<file path="config.mk">
export PLATFORM = sky130hd
export DESIGN_NAME = base64_decoder_unit_flat
export DESIGN_NICKNAME = d
export VERILOG_FILES = /design/src/hdl/b64d_pkg.sv /design/src/hdl/b64d_in_if.sv /design/src/hdl/b64d_out_if.sv /design/src/hdl/base64_decoder_unit.sv /design/src/hdl/b64d_decode.sv /design/src/hdl/b64d_serializer.sv /design/src/flat_wrapper.sv
export SDC_FILE = /design/constraint.sdc
export NUM_CORES = 1
export LEC_CHECK = 0
export BUFFER_PORTS_ARGS = -buffer_cell sky130_fd_sc_hd__buf_2
export CORE_MARGIN = 2
export CORE_UTILIZATION = 56
export CTS_BUF_LIST = sky130_fd_sc_hd__clkbuf_8
export DETAILED_ROUTE_END_ITERATION = 12
export HOLD_SLACK_MARGIN = 0.06
export PLACE_DENSITY = 0.83
export SLEW_MARGIN = 25
export SYNTH_ARGS = -nofsm -noshare
export SYNTH_HDL_FRONTEND = slang
export SYNTH_HIERARCHICAL = 1
export SYNTH_SLANG_ARGS = --single-unit
</file>
<file path="constraint.sdc">
create_clock -name i_clk -period 4.4 [get_ports i_clk]
set_clock_uncertainty 0.2 [all_clocks]
set_input_delay 0.22 -clock i_clk [delete_from_list [all_inputs] [get_ports i_clk]]
set_output_delay 0.22 -clock i_clk [all_outputs]
set_load 0.03 [all_outputs]
</file>
<file path="src/hdl/b64d_pkg.sv">
// Shared types, constants and helper functions for the base64 decoder.
package b64d_pkg;

    localparam int COUNT_WIDTH = 24;
    localparam int OUT_COUNT_W = 24;
    localparam int SYM_W       = 7;
    localparam int GROUP_LEN   = 4;
    localparam int MAX_BYTES   = 3;

    localparam logic [SYM_W-1:0] PAD_MARK = 7'h7F;
    localparam logic [7:0]       BAD_MARK = 8'hFF;
    localparam logic [7:0]       CH_PAD   = 8'h3D;
    localparam logic [7:0]       CH_PLUS  = 8'h2B;
    localparam logic [7:0]       CH_SLASH = 8'h2F;
    localparam logic [7:0]       CH_0     = 8'h30;
    localparam logic [7:0]       CH_9     = 8'h39;
    localparam logic [7:0]       CH_UA    = 8'h41;
    localparam logic [7:0]       CH_UZ    = 8'h5A;
    localparam logic [7:0]       CH_LA    = 8'h61;
    localparam logic [7:0]       CH_LZ    = 8'h7A;
    localparam logic [7:0]       VAL_62   = 8'd62;
    localparam logic [7:0]       VAL_63   = 8'd63;
    localparam logic [7:0]       OFS_DIG  = CH_0 - 8'd52;
    localparam logic [7:0]       OFS_LOW  = CH_LA - 8'd26;

    typedef enum logic [1:0] {
        ST_NORMAL  = 2'd0,
        ST_PAD     = 2'd1,
        ST_INVALID = 2'd2
    } t_status;

    // Up to three result beats produced by one input beat.
    typedef struct packed {
        logic [MAX_BYTES-1:0][7:0] bytes;
        logic [1:0]                last_idx;
        logic                      has_byte;
        logic                      done;
        t_status                   status;
        logic [OUT_COUNT_W-1:0]    count;
    } t_bundle;

    function automatic logic [7:0] map_symbol(input logic [7:0] c);
        logic [7:0] r;
        if (c == CH_PAD) begin
            r = {1'b0, PAD_MARK};
        end else if (c == CH_PLUS) begin
            r = VAL_62;
        end else if (c == CH_SLASH) begin
            r = VAL_63;
        end else if (c >= CH_0 && c <= CH_9) begin
            r = c - OFS_DIG;
        end else if (c >= CH_UA && c <= CH_UZ) begin
            r = c - CH_UA;
        end else if (c >= CH_LA && c <= CH_LZ) begin
            r = c - OFS_LOW;
        end else begin
            r = BAD_MARK;
        end
        return r;
    endfunction

    // Pad widens to all ones.
    function automatic logic [7:0] wide_val(input logic [SYM_W-1:0] v);
        return (v == PAD_MARK) ? 8'hFF : {2'b00, v[5:0]};
    endfunction

    function automatic logic [7:0] shr_val(input logic [SYM_W-1:0] v, input logic [2:0] n);
        return (v == PAD_MARK) ? 8'hFF : ({2'b00, v[5:0]} >> n);
    endfunction

endpackage

</file>
<file path="src/hdl/b64d_in_if.sv">
// Input channel: one text character per beat.
interface b64d_in_if;
    logic       valid;
    logic       ready;
    logic [7:0] symbol;
    logic       end_of_text;

    modport source (output valid, output symbol, output end_of_text, input ready);
    modport sink   (input valid, input symbol, input end_of_text, output ready);
endinterface

</file>
<file path="src/hdl/b64d_out_if.sv">
// Output channel: one decoded byte or end-of-text summary per beat.
interface b64d_out_if;
    logic        valid;
    logic        ready;
    logic [7:0]  data_byte;
    logic        byte_valid;
    logic        done_res;
    logic [1:0]  status;
    logic [23:0] byte_count;

    modport source (output valid, output data_byte, output byte_valid, output done_res,
                    output status, output byte_count, input ready);
    modport sink   (input valid, input data_byte, input byte_valid, input done_res,
                    input status, input byte_count, output ready);
endinterface

</file>
<file path="src/hdl/base64_decoder_unit.sv">
// Base64 decoder top level: decode stage feeding a result serializer.
//
//  channel  | dir | beat payload
//  ---------+-----+-----------------------------------------------------------
//  i_in     | in  | symbol[7:0], end_of_text
//  o_out    | out | data_byte[7:0], byte_valid, done_res, status[1:0], byte_count[23:0]
//
// One character per cycle unless stalled; a character enters the decode stage the cycle
// after its beat and its bytes leave from the result register one per cycle after that.
// A full group gives up to three beats, so the serializer port sets the ceiling.
// Synchronous reset clears group fill, stop flag, total and both valid bits.
// A stall on o_out holds the result register and backs up through the input register.
module base64_decoder_unit
    import b64d_pkg::*;
(
    input  logic  i_clk,
    input  logic  i_rst_n,
    b64d_in_if.sink    i_in,
    b64d_out_if.source o_out
);

    logic    bundle_free;
    logic    bundle_load;
    t_bundle bundle;

    b64d_decode u_decode (
        .i_clk         (i_clk),
        .i_rst_n       (i_rst_n),
        .i_valid       (i_in.valid),
        .o_ready       (i_in.ready),
        .i_symbol      (i_in.symbol),
        .i_end_of_text (i_in.end_of_text),
        .i_bundle_free (bundle_free),
        .o_bundle_load (bundle_load),
        .o_bundle      (bundle)
    );

    b64d_serializer u_serializer (
        .i_clk        (i_clk),
        .i_rst_n      (i_rst_n),
        .i_load       (bundle_load),
        .i_bundle     (bundle),
        .o_free       (bundle_free),
        .o_valid      (o_out.valid),
        .i_ready      (o_out.ready),
        .o_data_byte  (o_out.data_byte),
        .o_byte_valid (o_out.byte_valid),
        .o_done_res   (o_out.done_res),
        .o_status     (o_out.status),
        .o_byte_count (o_out.byte_count)
    );

endmodule

</file>
<file path="src/hdl/b64d_decode.sv">
// Input register, group state and single-pass decode of one character.
module b64d_decode
    import b64d_pkg::*;
(
    input  logic       i_clk,
    input  logic       i_rst_n,
    input  logic       i_valid,
    output logic       o_ready,
    input  logic [7:0] i_symbol,
    input  logic       i_end_of_text,
    input  logic       i_bundle_free,
    output logic       o_bundle_load,
    output t_bundle    o_bundle
);

    logic                   r_in_valid;
    logic [7:0]             r_symbol;
    logic                   r_eot;
    logic [SYM_W-1:0]       r_grp [GROUP_LEN-1];
    logic [1:0]             r_fill;
    logic                   r_stopped;
    t_status                r_reason;
    logic [COUNT_WIDTH-1:0] r_total;

    logic [7:0]             code;
    logic                   bad;
    logic                   take_sym;
    logic                   full;
    logic [SYM_W-1:0]       s3;
    logic [1:0]             n_bytes;
    logic                   stop_pad;
    logic                   n_stopped;
    t_status                n_reason;
    logic [1:0]             n_fill;
    logic [COUNT_WIDTH+1:0] sum;
    logic [COUNT_WIDTH-1:0] n_total;
    logic [COUNT_WIDTH+OUT_COUNT_W-1:0] tot_ext;
    logic                   emits;
    logic                   advance;

    assign code     = map_symbol(r_symbol);
    assign bad      = (code == BAD_MARK);
    assign take_sym = !r_stopped && !bad;
    assign full     = take_sym && (r_fill == 2'd3);
    assign s3       = code[SYM_W-1:0];

    always_comb begin
        n_bytes  = 2'd0;
        stop_pad = 1'b0;
        if (full) begin
            if (r_grp[2] == PAD_MARK) begin
                n_bytes  = 2'd1;
                stop_pad = 1'b1;
            end else if (s3 == PAD_MARK) begin
                n_bytes  = 2'd2;
                stop_pad = 1'b1;
            end else begin
                n_bytes = 2'd3;
            end
        end
    end

    always_comb begin
        n_stopped = r_stopped;
        n_reason  = r_reason;
        if (!r_stopped && bad) begin
            n_stopped = 1'b1;
            n_reason  = ST_INVALID;
        end else if (stop_pad) begin
            n_stopped = 1'b1;
            n_reason  = ST_PAD;
        end
    end

    always_comb begin
        n_fill = r_fill;
        if (take_sym) begin
            n_fill = r_fill + 2'd1;
        end
    end

    // Saturating running total; drop to zero on an invalid character.
    always_comb begin
        sum = {2'b00, r_total} + (COUNT_WIDTH + 2)'(n_bytes);
        if (!r_stopped && bad) begin
            n_total = '0;
        end else if (sum > {2'b00, {COUNT_WIDTH{1'b1}}}) begin
            n_total = {COUNT_WIDTH{1'b1}};
        end else begin
            n_total = sum[COUNT_WIDTH-1:0];
        end
    end

    assign tot_ext = {{OUT_COUNT_W{1'b0}}, n_total};

    always_comb begin
        o_bundle.bytes[0] = (wide_val(r_grp[0]) << 2) | shr_val(r_grp[1], 3'd4);
        o_bundle.bytes[1] = (wide_val(r_grp[1]) << 4) | shr_val(r_grp[2], 3'd2);
        o_bundle.bytes[2] = (wide_val(r_grp[2]) << 6) | wide_val(s3);
        o_bundle.has_byte = (n_bytes != 2'd0);
        o_bundle.last_idx = (n_bytes == 2'd0) ? 2'd0 : n_bytes - 2'd1;
        o_bundle.done     = r_eot;
        o_bundle.status   = n_stopped ? n_reason : ST_NORMAL;
        o_bundle.count    = (n_stopped && n_reason == ST_INVALID) ? '0
                          : tot_ext[OUT_COUNT_W-1:0];
    end

    assign emits         = (n_bytes != 2'd0) || r_eot;
    assign advance       = r_in_valid && (!emits || i_bundle_free);
    assign o_bundle_load = advance && emits;
    assign o_ready       = !r_in_valid || advance;

    always_ff @(posedge i_clk) begin
        if (!i_rst_n) begin
            r_in_valid <= 1'b0;
        end else if (o_ready) begin
            r_in_valid <= i_valid;
        end
    end

    always_ff @(posedge i_clk) begin
        if (o_ready && i_valid) begin
            r_symbol <= i_symbol;
            r_eot    <= i_end_of_text;
        end
    end

    always_ff @(posedge i_clk) begin
        if (advance && take_sym && !full) begin
            for (int i = 0; i < GROUP_LEN - 1; i++) begin
                if (r_fill == 2'(i)) begin
                    r_grp[i] <= code[SYM_W-1:0];
                end
            end
        end
    end

    always_ff @(posedge i_clk) begin
        if (!i_rst_n) begin
            r_fill    <= 2'd0;
            r_stopped <= 1'b0;
            r_reason  <= ST_NORMAL;
            r_total   <= '0;
        end else if (advance) begin
            if (r_eot) begin
                r_fill    <= 2'd0;
                r_stopped <= 1'b0;
                r_reason  <= ST_NORMAL;
                r_total   <= '0;
            end else begin
                r_fill    <= n_fill;
                r_stopped <= n_stopped;
                r_reason  <= n_reason;
                r_total   <= n_total;
            end
        end
    end

endmodule

</file>
<file path="src/hdl/b64d_serializer.sv">
// Result register: holds one bundle and sends its beats one per cycle while i_ready is high.
module b64d_serializer
    import b64d_pkg::*;
(
    input  logic        i_clk,
    input  logic        i_rst_n,
    input  logic        i_load,
    input  t_bundle     i_bundle,
    output logic        o_free,
    output logic        o_valid,
    input  logic        i_ready,
    output logic [7:0]  o_data_byte,
    output logic        o_byte_valid,
    output logic        o_done_res,
    output logic [1:0]  o_status,
    output logic [23:0] o_byte_count
);

    logic       r_valid;
    t_bundle    r_bundle;
    logic [1:0] r_idx;
    logic       at_last;
    logic       last_out;

    assign at_last  = (r_idx == r_bundle.last_idx);
    assign last_out = r_valid && i_ready && at_last;
    assign o_free   = !r_valid || last_out;

    always_ff @(posedge i_clk) begin
        if (!i_rst_n) begin
            r_valid <= 1'b0;
            r_idx   <= 2'd0;
        end else if (i_load) begin
            r_valid <= 1'b1;
            r_idx   <= 2'd0;
        end else if (last_out) begin
            r_valid <= 1'b0;
        end else if (r_valid && i_ready) begin
            r_idx <= r_idx + 2'd1;
        end
    end

    always_ff @(posedge i_clk) begin
        if (i_load) begin
            r_bundle <= i_bundle;
        end
    end

    always_comb begin
        o_data_byte = 8'd0;
        if (r_bundle.has_byte) begin
            case (r_idx)
                2'd0:    o_data_byte = r_bundle.bytes[0];
                2'd1:    o_data_byte = r_bundle.bytes[1];
                2'd2:    o_data_byte = r_bundle.bytes[2];
                default: o_data_byte = 8'd0;
            endcase
        end
    end

    assign o_valid      = r_valid;
    assign o_byte_valid = r_bundle.has_byte;
    assign o_done_res   = r_bundle.done && at_last;
    assign o_status     = o_done_res ? r_bundle.status : ST_NORMAL;
    assign o_byte_count = o_done_res ? r_bundle.count : '0;

endmodule
</file>
<file path="src/flat_wrapper.sv">
// flat-port wrapper written by rule: the top's interface ports become plain ports
module base64_decoder_unit_flat import b64d_pkg::*;
  (i_clk, i_rst_n, i_in_valid, i_in_symbol, i_in_end_of_text, i_in_ready, o_out_valid, o_out_data_byte, o_out_byte_valid, o_out_done_res, o_out_status, o_out_byte_count, o_out_ready);
  b64d_in_if i_in_i ();
  b64d_out_if o_out_i ();
  input  logic i_clk;
  input  logic i_rst_n;
  input wire logic [$bits(i_in_i.valid)-1:0] i_in_valid;
  input wire logic [$bits(i_in_i.symbol)-1:0] i_in_symbol;
  input wire logic [$bits(i_in_i.end_of_text)-1:0] i_in_end_of_text;
  output wire logic [$bits(i_in_i.ready)-1:0] i_in_ready;
  output wire logic [$bits(o_out_i.valid)-1:0] o_out_valid;
  output wire logic [$bits(o_out_i.data_byte)-1:0] o_out_data_byte;
  output wire logic [$bits(o_out_i.byte_valid)-1:0] o_out_byte_valid;
  output wire logic [$bits(o_out_i.done_res)-1:0] o_out_done_res;
  output wire logic [$bits(o_out_i.status)-1:0] o_out_status;
  output wire logic [$bits(o_out_i.byte_count)-1:0] o_out_byte_count;
  input wire logic [$bits(o_out_i.ready)-1:0] o_out_ready;
  assign i_in_i.valid = i_in_valid;
  assign i_in_i.symbol = i_in_symbol;
  assign i_in_i.end_of_text = i_in_end_of_text;
  assign i_in_ready = i_in_i.ready;
  assign o_out_valid = o_out_i.valid;
  assign o_out_data_byte = o_out_i.data_byte;
  assign o_out_byte_valid = o_out_i.byte_valid;
  assign o_out_done_res = o_out_i.done_res;
  assign o_out_status = o_out_i.status;
  assign o_out_byte_count = o_out_i.byte_count;
  assign o_out_i.ready = o_out_ready;
  base64_decoder_unit u_core (.i_clk(i_clk), .i_rst_n(i_rst_n), .i_in(i_in_i), .o_out(o_out_i));
endmodule
</file>
After elaboration in Yosys (flattened, before gate mapping). Memories as Yosys holds them, arrays and structs flattened. Cells that the tools add are included.

RAM bits: 21. Register bits: 96. Memories kept: 1. Logic and storage cells: 138.

$add $sub $neg: 7. Bitwise gates (word level): 5. Reductions and logical operators: 36. Equal/unequal tests: 15. Magnitude comparators: 7. Multiplexer cells: 50.

Memories: u_core.u_decode.r_grp (words 3, width 7, rd ports 3, clocked after Yosys merged registers in 0, write ports 1, RTL line b64d_decode.sv:19) `logic [SYM_W-1:0] r_grp [GROUP_LEN-1];`.

Operators with widths (count): 24-bit two-way mux (4); 8-bit two-way mux (10); 7-bit == test, second input constant (4); 24-bit by 2-bit adder with 25-bit output (1); 25-bit by 24-bit greater-than comparator with 1-bit output, second input constant (1); 8-bit by 6-bit == test with 1-bit output, second input constant (3); 8-bit bitwise OR (3); 8-bit case mux with 3 select lines (1); 2-bit two-way mux (11); 1-bit two-way mux (20); 8-bit by 7-bit >= comparator with 1-bit output, second input constant (2); 8-bit by 7-bit less-or-equal comparator with 1-bit output, second input constant (2); 8-bit by 7-bit subtractor with 8-bit output, second input constant (2); 1-bit logical AND (15); 7-bit two-way mux (2); 7-bit OR reduction (2); 2-bit == test, second input constant (4); 8-bit == test, second input constant (1); 8-bit by 6-bit >= comparator with 1-bit output, second input constant (1); 8-bit by 6-bit less-or-equal comparator with 1-bit output, second input constant (1); 8-bit subtractor, second input constant (1); 1-bit logical NOT (6); 2-bit logical NOT (3); 6-bit two-way mux (1); 10 further kinds (19).

Logic depth before layout (Yosys ltp). Gate-level depths: netlist of run 1.

Depth in word-level cells: 25. Depth in mapped cells: 20. Gate-level depth less buffers: 17.

Hierarchy. The synthesis of run 1 kept the hierarchy.

By module, submodules not included: b64d_decode (area each 4057.6 um^2, seq. area each 1471.4 um^2, times used 1, cells an instance 460); b64d_serializer (area each 2233.4 um^2, seq. area each 1681.6 um^2, times used 1, cells an instance 130).

Worst setup path after synthesis of run 1. Ideal clock, no wire load.

Path kind: reg2reg. Start: register u_core.u_decode.r_symbol[0]. End: register u_core.u_decode.r_total[3]. Arrival: 4.286 ns. Path slack: -0.185 ns. Stages on the path, launching flop included: 20. Clock period less this slack: 4.585 ns. Cells stage by stage: edfxtp_1 -> buf_4 -> inv_1 -> ha_1 -> and4_1 -> o21ai_0 -> o311ai_0 -> a32oi_4 -> and3b_1 -> buf_2 -> a21oi_1 -> ha_1 -> fa_1 -> nand3_1 -> or3_1 -> nor3_4 -> and3_1 -> clkbuf_1 -> o21ai_2 -> a2111oi_4.

Longest elaborated chain between the ends: 18. Elaborated cells between the ends (all ways): 40.

RTL lines: start, declared (RTL line b64d_decode.sv:17) `logic [7:0] r_symbol;`; start signal, assigned (RTL line b64d_decode.sv:123) `r_symbol <= i_symbol;`; 8-bit by 7-bit >= comparator with 1-bit output or 8-bit by 7-bit less-or-equal comparator with 1-bit output (tied branches) (RTL line b64d_pkg.sv:54) `end else if (c >= CH_LA && c <= CH_LZ) begin`; 1-bit logical AND (RTL line b64d_pkg.sv:54); 8-bit two-way mux (RTL line b64d_pkg.sv:54); 8-bit two-way mux (RTL line b64d_pkg.sv:52) `end else if (c >= CH_UA && c <= CH_UZ) begin`; 8-bit two-way mux (RTL line b64d_pkg.sv:50) `end else if (c >= CH_0 && c <= CH_9) begin`; 8-bit two-way mux (RTL line b64d_pkg.sv:48) `end else if (c == CH_SLASH) begin`; 8-bit two-way mux (RTL line b64d_pkg.sv:46) `end else if (c == CH_PLUS) begin`; 8-bit two-way mux (*) (RTL line b64d_pkg.sv:44) `if (c == CH_PAD) begin`; [... 2 more ...]; 1-bit logical AND (RTL line b64d_decode.sv:43) `assign take_sym = !r_stopped && !bad;`; 1-bit logical AND (RTL line b64d_decode.sv:44) `assign full = take_sym && (r_fill == 2'd3);`; 2-bit two-way mux (RTL line b64d_decode.sv:50) `if (full) begin`; 24-bit by 2-bit adder with 25-bit output or 2-bit nonzero test (tied branches) (RTL line b64d_decode.sv:84, b64d_decode.sv:108); 25-bit by 24-bit greater-than comparator with 1-bit output or 1-bit logical OR (tied branches) (RTL line b64d_decode.sv:87, b64d_decode.sv:108); 24-bit two-way mux or 1-bit logical NOT (tied branches) (RTL line b64d_decode.sv:87, b64d_decode.sv:109); 24-bit two-way mux or 1-bit logical OR (tied branches) (RTL line b64d_decode.sv:85, b64d_decode.sv:109); 24-bit two-way mux or 1-bit logical AND (tied branches) (RTL line b64d_decode.sv:145, b64d_decode.sv:109); end signal, assigned (RTL line b64d_decode.sv:154) `r_total <= n_total;`; end, declared (RTL line b64d_decode.sv:23) `logic [COUNT_WIDTH-1:0] r_total;`.

Every way passes the cells marked *; elsewhere a longest branch is shown, timed or not. A chain may end at the register's enable or synchronous reset.

Final worst setup path of run 1.
Start: register u_core.u_decode.r_symbol[0]. End: register u_core/u_serializer/r_bundle[23] (netlist bit), data pin.

Longest elaborated chain between the ends: 17. Elaborated cells between the ends (all ways): 43.

RTL lines: 8-bit by 7-bit >= comparator with 1-bit output or 8-bit by 7-bit less-or-equal comparator with 1-bit output (tied branches) (RTL line b64d_pkg.sv:54); 1-bit logical AND (RTL line b64d_pkg.sv:54); 8-bit two-way mux (RTL line b64d_pkg.sv:54); 8-bit two-way mux (RTL line b64d_pkg.sv:52); 8-bit two-way mux (RTL line b64d_pkg.sv:50); 8-bit two-way mux (RTL line b64d_pkg.sv:48); 8-bit two-way mux (RTL line b64d_pkg.sv:46); 8-bit two-way mux (*) (RTL line b64d_pkg.sv:44); 8-bit == test (RTL line b64d_decode.sv:42) `assign bad = (code == BAD_MARK);`; 1-bit logical NOT (RTL line b64d_decode.sv:43); 1-bit logical AND (RTL line b64d_decode.sv:43); 1-bit logical AND (RTL line b64d_decode.sv:44); 2-bit two-way mux or 1-bit two-way mux (tied branches) (RTL line b64d_decode.sv:50); 24-bit by 2-bit adder with 25-bit output or 2-bit two-way mux (tied branches) (RTL line b64d_decode.sv:84, b64d_decode.sv:69); 25-bit by 24-bit greater-than comparator with 1-bit output or 2-bit two-way mux (tied branches) (RTL line b64d_decode.sv:87, b64d_decode.sv:66); 24-bit two-way mux or 2-bit == test (tied branches) (RTL line b64d_decode.sv:87, b64d_decode.sv:104); 24-bit two-way mux or 1-bit logical AND (tied branches) (RTL line b64d_decode.sv:85, b64d_decode.sv:104); end signal, assigned (RTL line b64d_serializer.sv:45) `r_bundle <= i_bundle;`; end, declared (RTL line b64d_serializer.sv:20) `t_bundle r_bundle;`.

Marked as above.

==> flow_summary_export.csv, run 1 <==
group,metric,value,unit
timing,period_share,102,%
synthesis,ys.flop_type,"edfxtp_1",
job,cap_violations,0,
synthesis,synth_fp_nets,621,
timing,drv_slew,0,
worst_setup_path,slowest_delay,0.51,ns
place,portBuffers,50,
power_and_ir_drop,switching_share,27.5,%
worst_setup_path,arrival,4.59,ns
synthesis,synthArstFlopShare,0,%
power_and_ir_drop,peakVddDrop,204,uV
place,hpwl,10200,um
final_layout,area_growth,21.9,%
synthesis,synth_top_family_by_area,"simple AND/OR/NAND/NOR gates",
synthesis,synth-adder-area-share,3.70,%
worst_setup_path,cp_cell_sequence,"ha_4 -> and2_1 -> o211ai_1 -> o211ai_1 -> a32oi_4 -> and3b_2 -> a21oi_2 -> ha_2 -> fa_2 -> nand3_2 -> or3_4 -> nor3_4 -> buf_4 -> and4b_1 -> nor3_1 -> nor2b_1",
synthesis,netlist_area,6290,um2
floorplanning,ios,51,
route,drc,0,
hold_path,hp-class,"reg -> reg",
power_and_ir_drop,p_per_area,328,nW/um2
power_and_ir_drop,internal-power,1.82,mW
synthesis,synth_edf_count,83,
grt,grt-ovfl-total,0,
synthesis,synthSimpleGateAreaFrac,21.4,%
worst_setup_path,slowest_stage,"edfxtp_1",
floorplanning,dieHeight,110,um
final_layout,nNetsFinal,720,
place,post_dp_cell_area,6760,um2
route,drt-vias-per-instance,6.39,
place,routabilityCongestion,0.982,
timing,worst_slew_pin_slew,1.03,ns
final_layout,n_antenna_cell,0,
grt,grt_pass1_wl,23200,um
power_and_ir_drop,leakagePower,2.82,nW
floorplanning,core_area,10900,um2
power_and_ir_drop,p_switching,0.691,mW
route,wl,16100,um
synthesis,synthMuxAreaShare,0.636,%
final_layout,drive_gt1_share,33.3,%
timing,hold_violations,0,
cts,cts_buffer_depth,2,
timing,rsz0062_at_grt,"true",
synthesis,synth_compound_area_share,16.5,%
power_and_ir_drop,power_frac_seq,48.7,%
synthesis,yosysWarnings,6,
final_layout,fillers,721,
final_layout,finish.instance_area,7670,um2
worst_setup_path,path_common_cell,"o211ai_1",
worst_setup_path,path_class,"reg -> reg",
grt,antenna_found_initial,0,
floorplanning,rows,38,
final_layout,fin_util,70.4,%
place,pre_cts_ws,-0.134,ns
synthesis,yosys_register_bits,116,
synthesis,synthDistinctLibCells,74,
grt,grt_start_max_net_pins,44,
timing,setup_slack,-0.0994,ns
route,antenna_left,0,
timing,setup_viol,7,
cts,cts_made_buffers,17,
synthesis,avgSynthCellArea,10.7,um2
place,dp_cells,774,
floorplanning,initial_utilization,57.8,%
power_and_ir_drop,clkPwrFrac,38.8,%
synthesis,netlist_instances,590,
route,avgRoutedWirePerCell,19.1,um
timing,post-route-min-period,4.50,ns
route,num_vias,5377,
worst_setup_path,critPathMaxFanout,5,
worst_setup_path,critPathRequiredTime,4.49,ns
final_layout,fin_cells,842,
cts,cts_root_buf,"clkbuf_8",
timing,max_slew_margin,30.8,%
grt,grt_pass1_vias,4712,
worst_setup_path,worst_path_dominant_cell_family,"simple AND/OR/NAND/NOR gates",
cts,worst_skew_pair.late_latency,0.45,ns
timing,finalSetupTns,-0.230,ns
floorplanning,die_w,110,um
floorplanning,dieArea,12100,um2
power_and_ir_drop,p_comb_share,12.4,%
cts,htree_levels,4,
worst_setup_path,startpoint_type,"flip-flop",
worst_setup_path,crit_buf_inv,1,
route,drtPass1Iterations,8,
run_status,violations,"negative setup slack",
grt,grt_use_total,25.4,%
timing,timing.fmax,222,MHz
run_status,status,"finished with violations",
cts,cts_tree,"yes",
worst_setup_path,cp-end-kind,"flip-flop",
cts,cts_sinks,116,
synthesis,synth_xor_xnor_area_share,2.78,%
synthesis,synth-seq-area-share,50.1,%
route,first_iter_violations,774,
cts,cts.clk_slew.worst_paths,0.08,ns
## cell usage after synthesis (4+ instances only)
master / n / area share, %
edfxtp_1: 83 / 40
a21oi_1: 48 / 3.8
nand2_1: 46 / 2.7
nor2_1: 37 / 2.2
dfxtp_1: 33 / 11
nand3_1: 31 / 2.5
o21ai_0: 20 / 1.6
and2_4: 18 / 2.5
inv_1: 18 / 1.1
ha_1: 17 / 3.4
clkbuf_1: 15 / 0.89
buf_2: 14 / 1.1
xnor2_1: 14 / 1.9
or2_2: 13 / 1.3
nand4_1: 11 / 1.1
a22o_1: 10 / 1.4
and3_1: 10 / 0.99
nor2b_1: 10 / 0.99
and2_1: 9 / 0.89
a222oi_1: 8 / 1.3
and2_2: 7 / 0.84
nor3_1: 7 / 0.56
o211ai_1: 7 / 0.84
xor2_1: 6 / 0.84
a31oi_1: 5 / 0.50
buf_6: 4 / 0.72
mux2i_1: 4 / 0.64
nand2b_1: 4 / 0.40
nor4_1: 4 / 0.40
o21ai_2: 4 / 0.56
o22ai_1: 4 / 0.40
## sequential cells by signal (all words and copies together), names as in the netlist
signal,count
u_core/u_serializer/r_bundle,53
u_core/u_decode/r_total,24
u_core/u_decode/r_grp,20
u_core/u_decode/r_symbol,8
u_core/u_decode/r_fill,2
u_core/u_decode/r_reason,2
u_core/u_serializer/r_idx,2
u_core/u_decode/r_eot,1
u_core/u_decode/r_in_valid,1
u_core/u_decode/r_stopped,1
u_core/u_serializer/o_byte_valid,1
u_core/u_serializer/o_valid,1
## path summary, 6_finish.rpt
kind | end | startpoint | depth (start not counted) | slack [ns]
setup / recovery | u_core/u_serializer/r_bundle[23]$_DFFE_PP_ | u_core/u_decode/r_symbol[0]$_DFFE_PP_ | 16 | -0.1
hold / removal | u_core/u_serializer/r_bundle[38]$_DFFE_PP_ | u_core/u_decode/r_grp[0][16]$_DFFE_PP_ | 0 | 0.25
setup reg to reg | u_core/u_serializer/r_bundle[23]$_DFFE_PP_ | u_core/u_decode/r_symbol[0]$_DFFE_PP_ | 16 | -0.1
hold reg to reg | u_core/u_serializer/r_bundle[38]$_DFFE_PP_ | u_core/u_decode/r_grp[0][16]$_DFFE_PP_ | 0 | 0.25
## metrics by stage
step / hold slack (ns) / power (mW)
floorplan: 0.119 / 1.44
global placement: 0.196 / 1.50
detailed placement: 0.200 / 1.51
CTS: 0.246 / 2.48
global route: 0.267 / 2.59
finish: 0.246 / 2.51
## worst register-to-register path: cells and delay by family (launching register included)
family | cells | cell delay (ns)
AOI/OAI and AO/OA | 4 | 0.98
adders and majority gates | 3 | 0.65
buffers and inverters | 1 | 0.19
DFF | 1 | 0.51
and+or+nand+nor | 8 | 1.83
## logic make-up (layout without fill, tap and decap cells)
family,count (synthesis),count (layout)
adders and majority gates,18,18
AOI/OAI and AO/OA,142,142
DFF,116,116
xor gates and xnor gates,20,20
buffers and inverters,58,170
and+or+nand+nor,232,232
muxes,4,4
## power groups by stage
stage	clock, mW	sequential (mW)	combinational (mW)
global route	1.03	1.23	0.332
floorplan	0	1.24	0.196
finish	0.976	1.22	0.313
detailed placement	0	1.25	0.263
CTS	0.979	1.22	0.279
global placement	0	1.24	0.252
## per-layer routing
metal,global-route usage [%],routed length [um],vias to the layer above
met1,34.6,6550,2559
met3,5.76,1370,70
met4,10.3,524,0
met2,39.6,7610,364
met5,0,0,-
li1,-,-,2384
## repair_timing
action | CTS | global route
buffers inserted | 5 | 18
hold buffers | 13 | 0
resized for setup | 6 | 42
setup endpoints to repair | 19 | 48
hold endpoints to repair | 23 | 0
pin swaps | 3 | 28
## final cells by class
| type | count | area (um2) | area share [%] |
|---|---|---|---|
| inverters | 19 | 71.3 | 0.930 |
| clock buffers | 17 | 234 | 3.05 |
| flip-flops and latches | 116 | 3150 | 41.1 |
| well taps | 140 | 175 | 2.28 |
| multi-input cells | 416 | 3060 | 39.9 |
| clock inverters | 15 | 159 | 2.07 |
| repair buffers | 119 | 812 | 10.6 |
## placed cells by master, fill, tap and decap left out, types with 5 or more instances in the layout
master,count
edfxtp_1,83
buf_4,53
buf_2,50
nand2_1,46
a21oi_1,44
nor2_1,35
dfxtp_1,33
nand3_1,28
and2_4,19
clkbuf_8,17
o21ai_0,17
inv_1,14
xnor2_1,14
dlygate4sd3_1,13
or2_2,13
nand4_1,11
a22o_1,10
ha_1,9
and2_1,8
and3_1,8
a222oi_1,8
nor2b_1,7
o211ai_1,7
nor3_1,7
and2_2,7
xor2_1,6
clkinv_4,5
clkinvlp_4,5
Power figures use the tool's default switching activity.
==> inputs of run 2 (changes only) <==
- ABC_CLOCK_PERIOD_IN_PS: default -> 4400
- SKIP_LAST_GASP: default -> 1
==> flow_summary_export.csv, run 2 (same netlist as run 1, synthesis figures left out) <==
group,metric,value,unit
timing,hold_violations,0,
final_layout,final_cell_mix,"edfxtp_1, buf_4, buf_2",
final_layout,nNetsFinal,720,
floorplanning,dieHeight,110,um
cts,cts.clk_slew.worst_paths,0.07,ns
final_layout,area_growth,21.7,%
floorplanning,rows,38,
cts,worst_skew_pair.late_latency,0.44,ns
worst_setup_path,path_common_cell,"o211ai_1",
grt,antenna_found_initial,0,
route,wl,16000,um
place,routabilityCongestion,0.982,
timing,setup_slack,-0.0628,ns
timing,timing.fmax,224,MHz
route,antenna_left,0,
worst_setup_path,critPathMaxFanout,5,
final_layout,finish.instance_area,7660,um2
route,num_vias,5350,
cts,cts_tree,"yes",
cts,cts_sinks,116,
grt,grt_pass1_wl,23200,um
grt,grt_start_max_net_pins,44,
floorplanning,die_w,110,um
worst_setup_path,crit_buf_inv,1,
final_layout,largest_reg_flops,53,
worst_setup_path,path_class,"reg -> reg",
timing,max_slew_margin,31.8,%
worst_setup_path,startpoint_type,"flip-flop",
power_and_ir_drop,p_per_area,327,nW/um2
final_layout,n_antenna_cell,0,
hold_path,hp-class,"reg -> reg",
floorplanning,dieArea,12100,um2
grt,grt_pass1_vias,4712,
worst_setup_path,slowest_delay,0.50,ns
final_layout,final_common_cell,"edfxtp_1",
route,avgRoutedWirePerCell,18.9,um
final_layout,reg_top3,"u_core/u_serializer/r_bundle: 53 flops, u_core/u_decode/r_total: 24 flops, u_core/u_decode/r_grp: 20 flops",
floorplanning,initial_utilization,57.8,%
timing,worst_slew_pin_slew,1.02,ns
final_layout,fin_util,70.3,%
route,first_iter_violations,696,
route,drt-vias-per-instance,6.35,
grt,grt_use_total,25.4,%
worst_setup_path,arrival,4.55,ns
timing,period_share,101,%
floorplanning,core_area,10900,um2
power_and_ir_drop,leakagePower,2.80,nW
place,hpwl,10200,um
route,drtPass1Iterations,6,
worst_setup_path,cp_cell_sequence,"ha_4 -> and2_1 -> o211ai_1 -> o211ai_1 -> a32oi_4 -> and3b_2 -> a21oi_2 -> ha_2 -> fa_2 -> nand3_2 -> or3_4 -> nor3_4 -> buf_4 -> and4b_1 -> nor3_1 -> nor2b_1",
final_layout,top_register,"u_core/u_serializer/r_bundle",
job,cap_violations,0,
route,drc,0,
place,portBuffers,50,
worst_setup_path,critPathRequiredTime,4.49,ns
place,post_dp_cell_area,6760,um2
cts,cts_buffer_depth,2,
timing,setup_viol,2,
final_layout,drive_gt1_share,33.3,%
power_and_ir_drop,peakVddDrop,199,uV
timing,rsz0062_at_grt,"true",
grt,grt-ovfl-total,0,
worst_setup_path,worst_path_dominant_cell_family,"simple AND/OR/NAND/NOR gates",
worst_setup_path,slowest_stage,"edfxtp_1",
cts,htree_levels,4,
run_status,violations,"negative setup slack",
power_and_ir_drop,p_total,2.51,mW
run_status,status,"finished with violations",
floorplanning,ios,51,
timing,drv_slew,0,
cts,cts_made_buffers,17,
cts,cts_root_buf,"clkbuf_8",
worst_setup_path,cp-end-kind,"flip-flop",
timing,post-route-min-period,4.46,ns
run 2: changes by cell type in the layout (fill, tap and decap cells not counted):
cell,before,now
nor4_2,3,4
nor4_4,1,0
run 2: where the power goes:
group          total, mW  switching [mW]  internal, mW  leakage, nW
combinational      0.313           0.199         0.114         1.64
sequential          1.22          0.0198          1.20        0.984
clock              0.972           0.468         0.503        0.182
run 2: worst reg2reg max path, stage by stage, from the launching register on:
cell      delay (ns)
edfxtp_1        0.50
ha_4            0.23
and2_1          0.16
o211ai_1        0.25
o211ai_1        0.23
a32oi_4         0.32
and3b_2         0.26
a21oi_2         0.16
ha_2            0.21
fa_2            0.21
nand3_2         0.08
or3_4           0.36
nor3_4          0.30
buf_4           0.18
and4b_1         0.20
nor3_1          0.28
nor2b_1         0.17
run 2: area by class of cell:
type	count	area (um2)
clock inverters	15	159
inverters	19	71.3
well taps	140	175
fillers	720	3230
repair buffers	119	812
flip-flops and latches	116	3150
multi-input cells	416	3050
clock buffers	17	234
run 2: worst paths after layout:
| kind | startpoint | to | slack, ns | depth (start not counted) |
|---|---|---|---|---|
| worst max-delay path | u_core/u_decode/r_symbol[0]$_DFFE_PP_ | u_core/u_serializer/r_bundle[23]$_DFFE_PP_ | -0.06 | 16 |
| worst min-delay path | u_core/u_decode/r_grp[0][16]$_DFFE_PP_ | u_core/u_serializer/r_bundle[38]$_DFFE_PP_ | 0.25 | 0 |
| worst max register to register | u_core/u_decode/r_symbol[0]$_DFFE_PP_ | u_core/u_serializer/r_bundle[23]$_DFFE_PP_ | -0.06 | 16 |
| worst min register to register | u_core/u_decode/r_grp[0][16]$_DFFE_PP_ | u_core/u_serializer/r_bundle[38]$_DFFE_PP_ | 0.25 | 0 |
run 2: per-stage QoR:
| stage | TNS (ns) | std cells | setup WS, ns | hold slack, ns |
|---|---|---|---|---|
| 5_1_grt | -2.32 | 842 | -0.220 | 0.271 |
| 4_1_cts | 0 | 824 | 0.00808 | 0.246 |
| 3_5_place_dp | -0.986 | 774 | -0.134 | 0.200 |
| 3_3_place_gp | 0 | 774 | 0.0592 | 0.196 |
| 6_report | -0.0745 | 842 | -0.0628 | 0.248 |
| 2_1_floorplan | 0 | 590 | 0.00130 | 0.119 |
run 2: per-layer routing:
metal | vias to the layer above | wire length, um | GRT usage (%) | share of wire [%]
met3 | 70 | 1340 | 5.76 | 8.4
met2 | 332 | 7640 | 39.6 | 48
met1 | 2564 | 6420 | 34.6 | 40
li1 | 2384 | - | - | -
met5 | - | 0 | 0 | 0
met4 | 0 | 555 | 10.3 | 3.5
run 2: timing repair:
| action | CTS | global route |
|---|---|---|
| cloned | 0 | 0 |
| gates resized for setup | 6 | 41 |
| pin swaps | 3 | 28 |
| hold buffers | 13 | 0 |
| hold endpoints to repair | 23 | 0 |
| setup endpoints to repair | 19 | 48 |
| setup buffers | 5 | 18 |
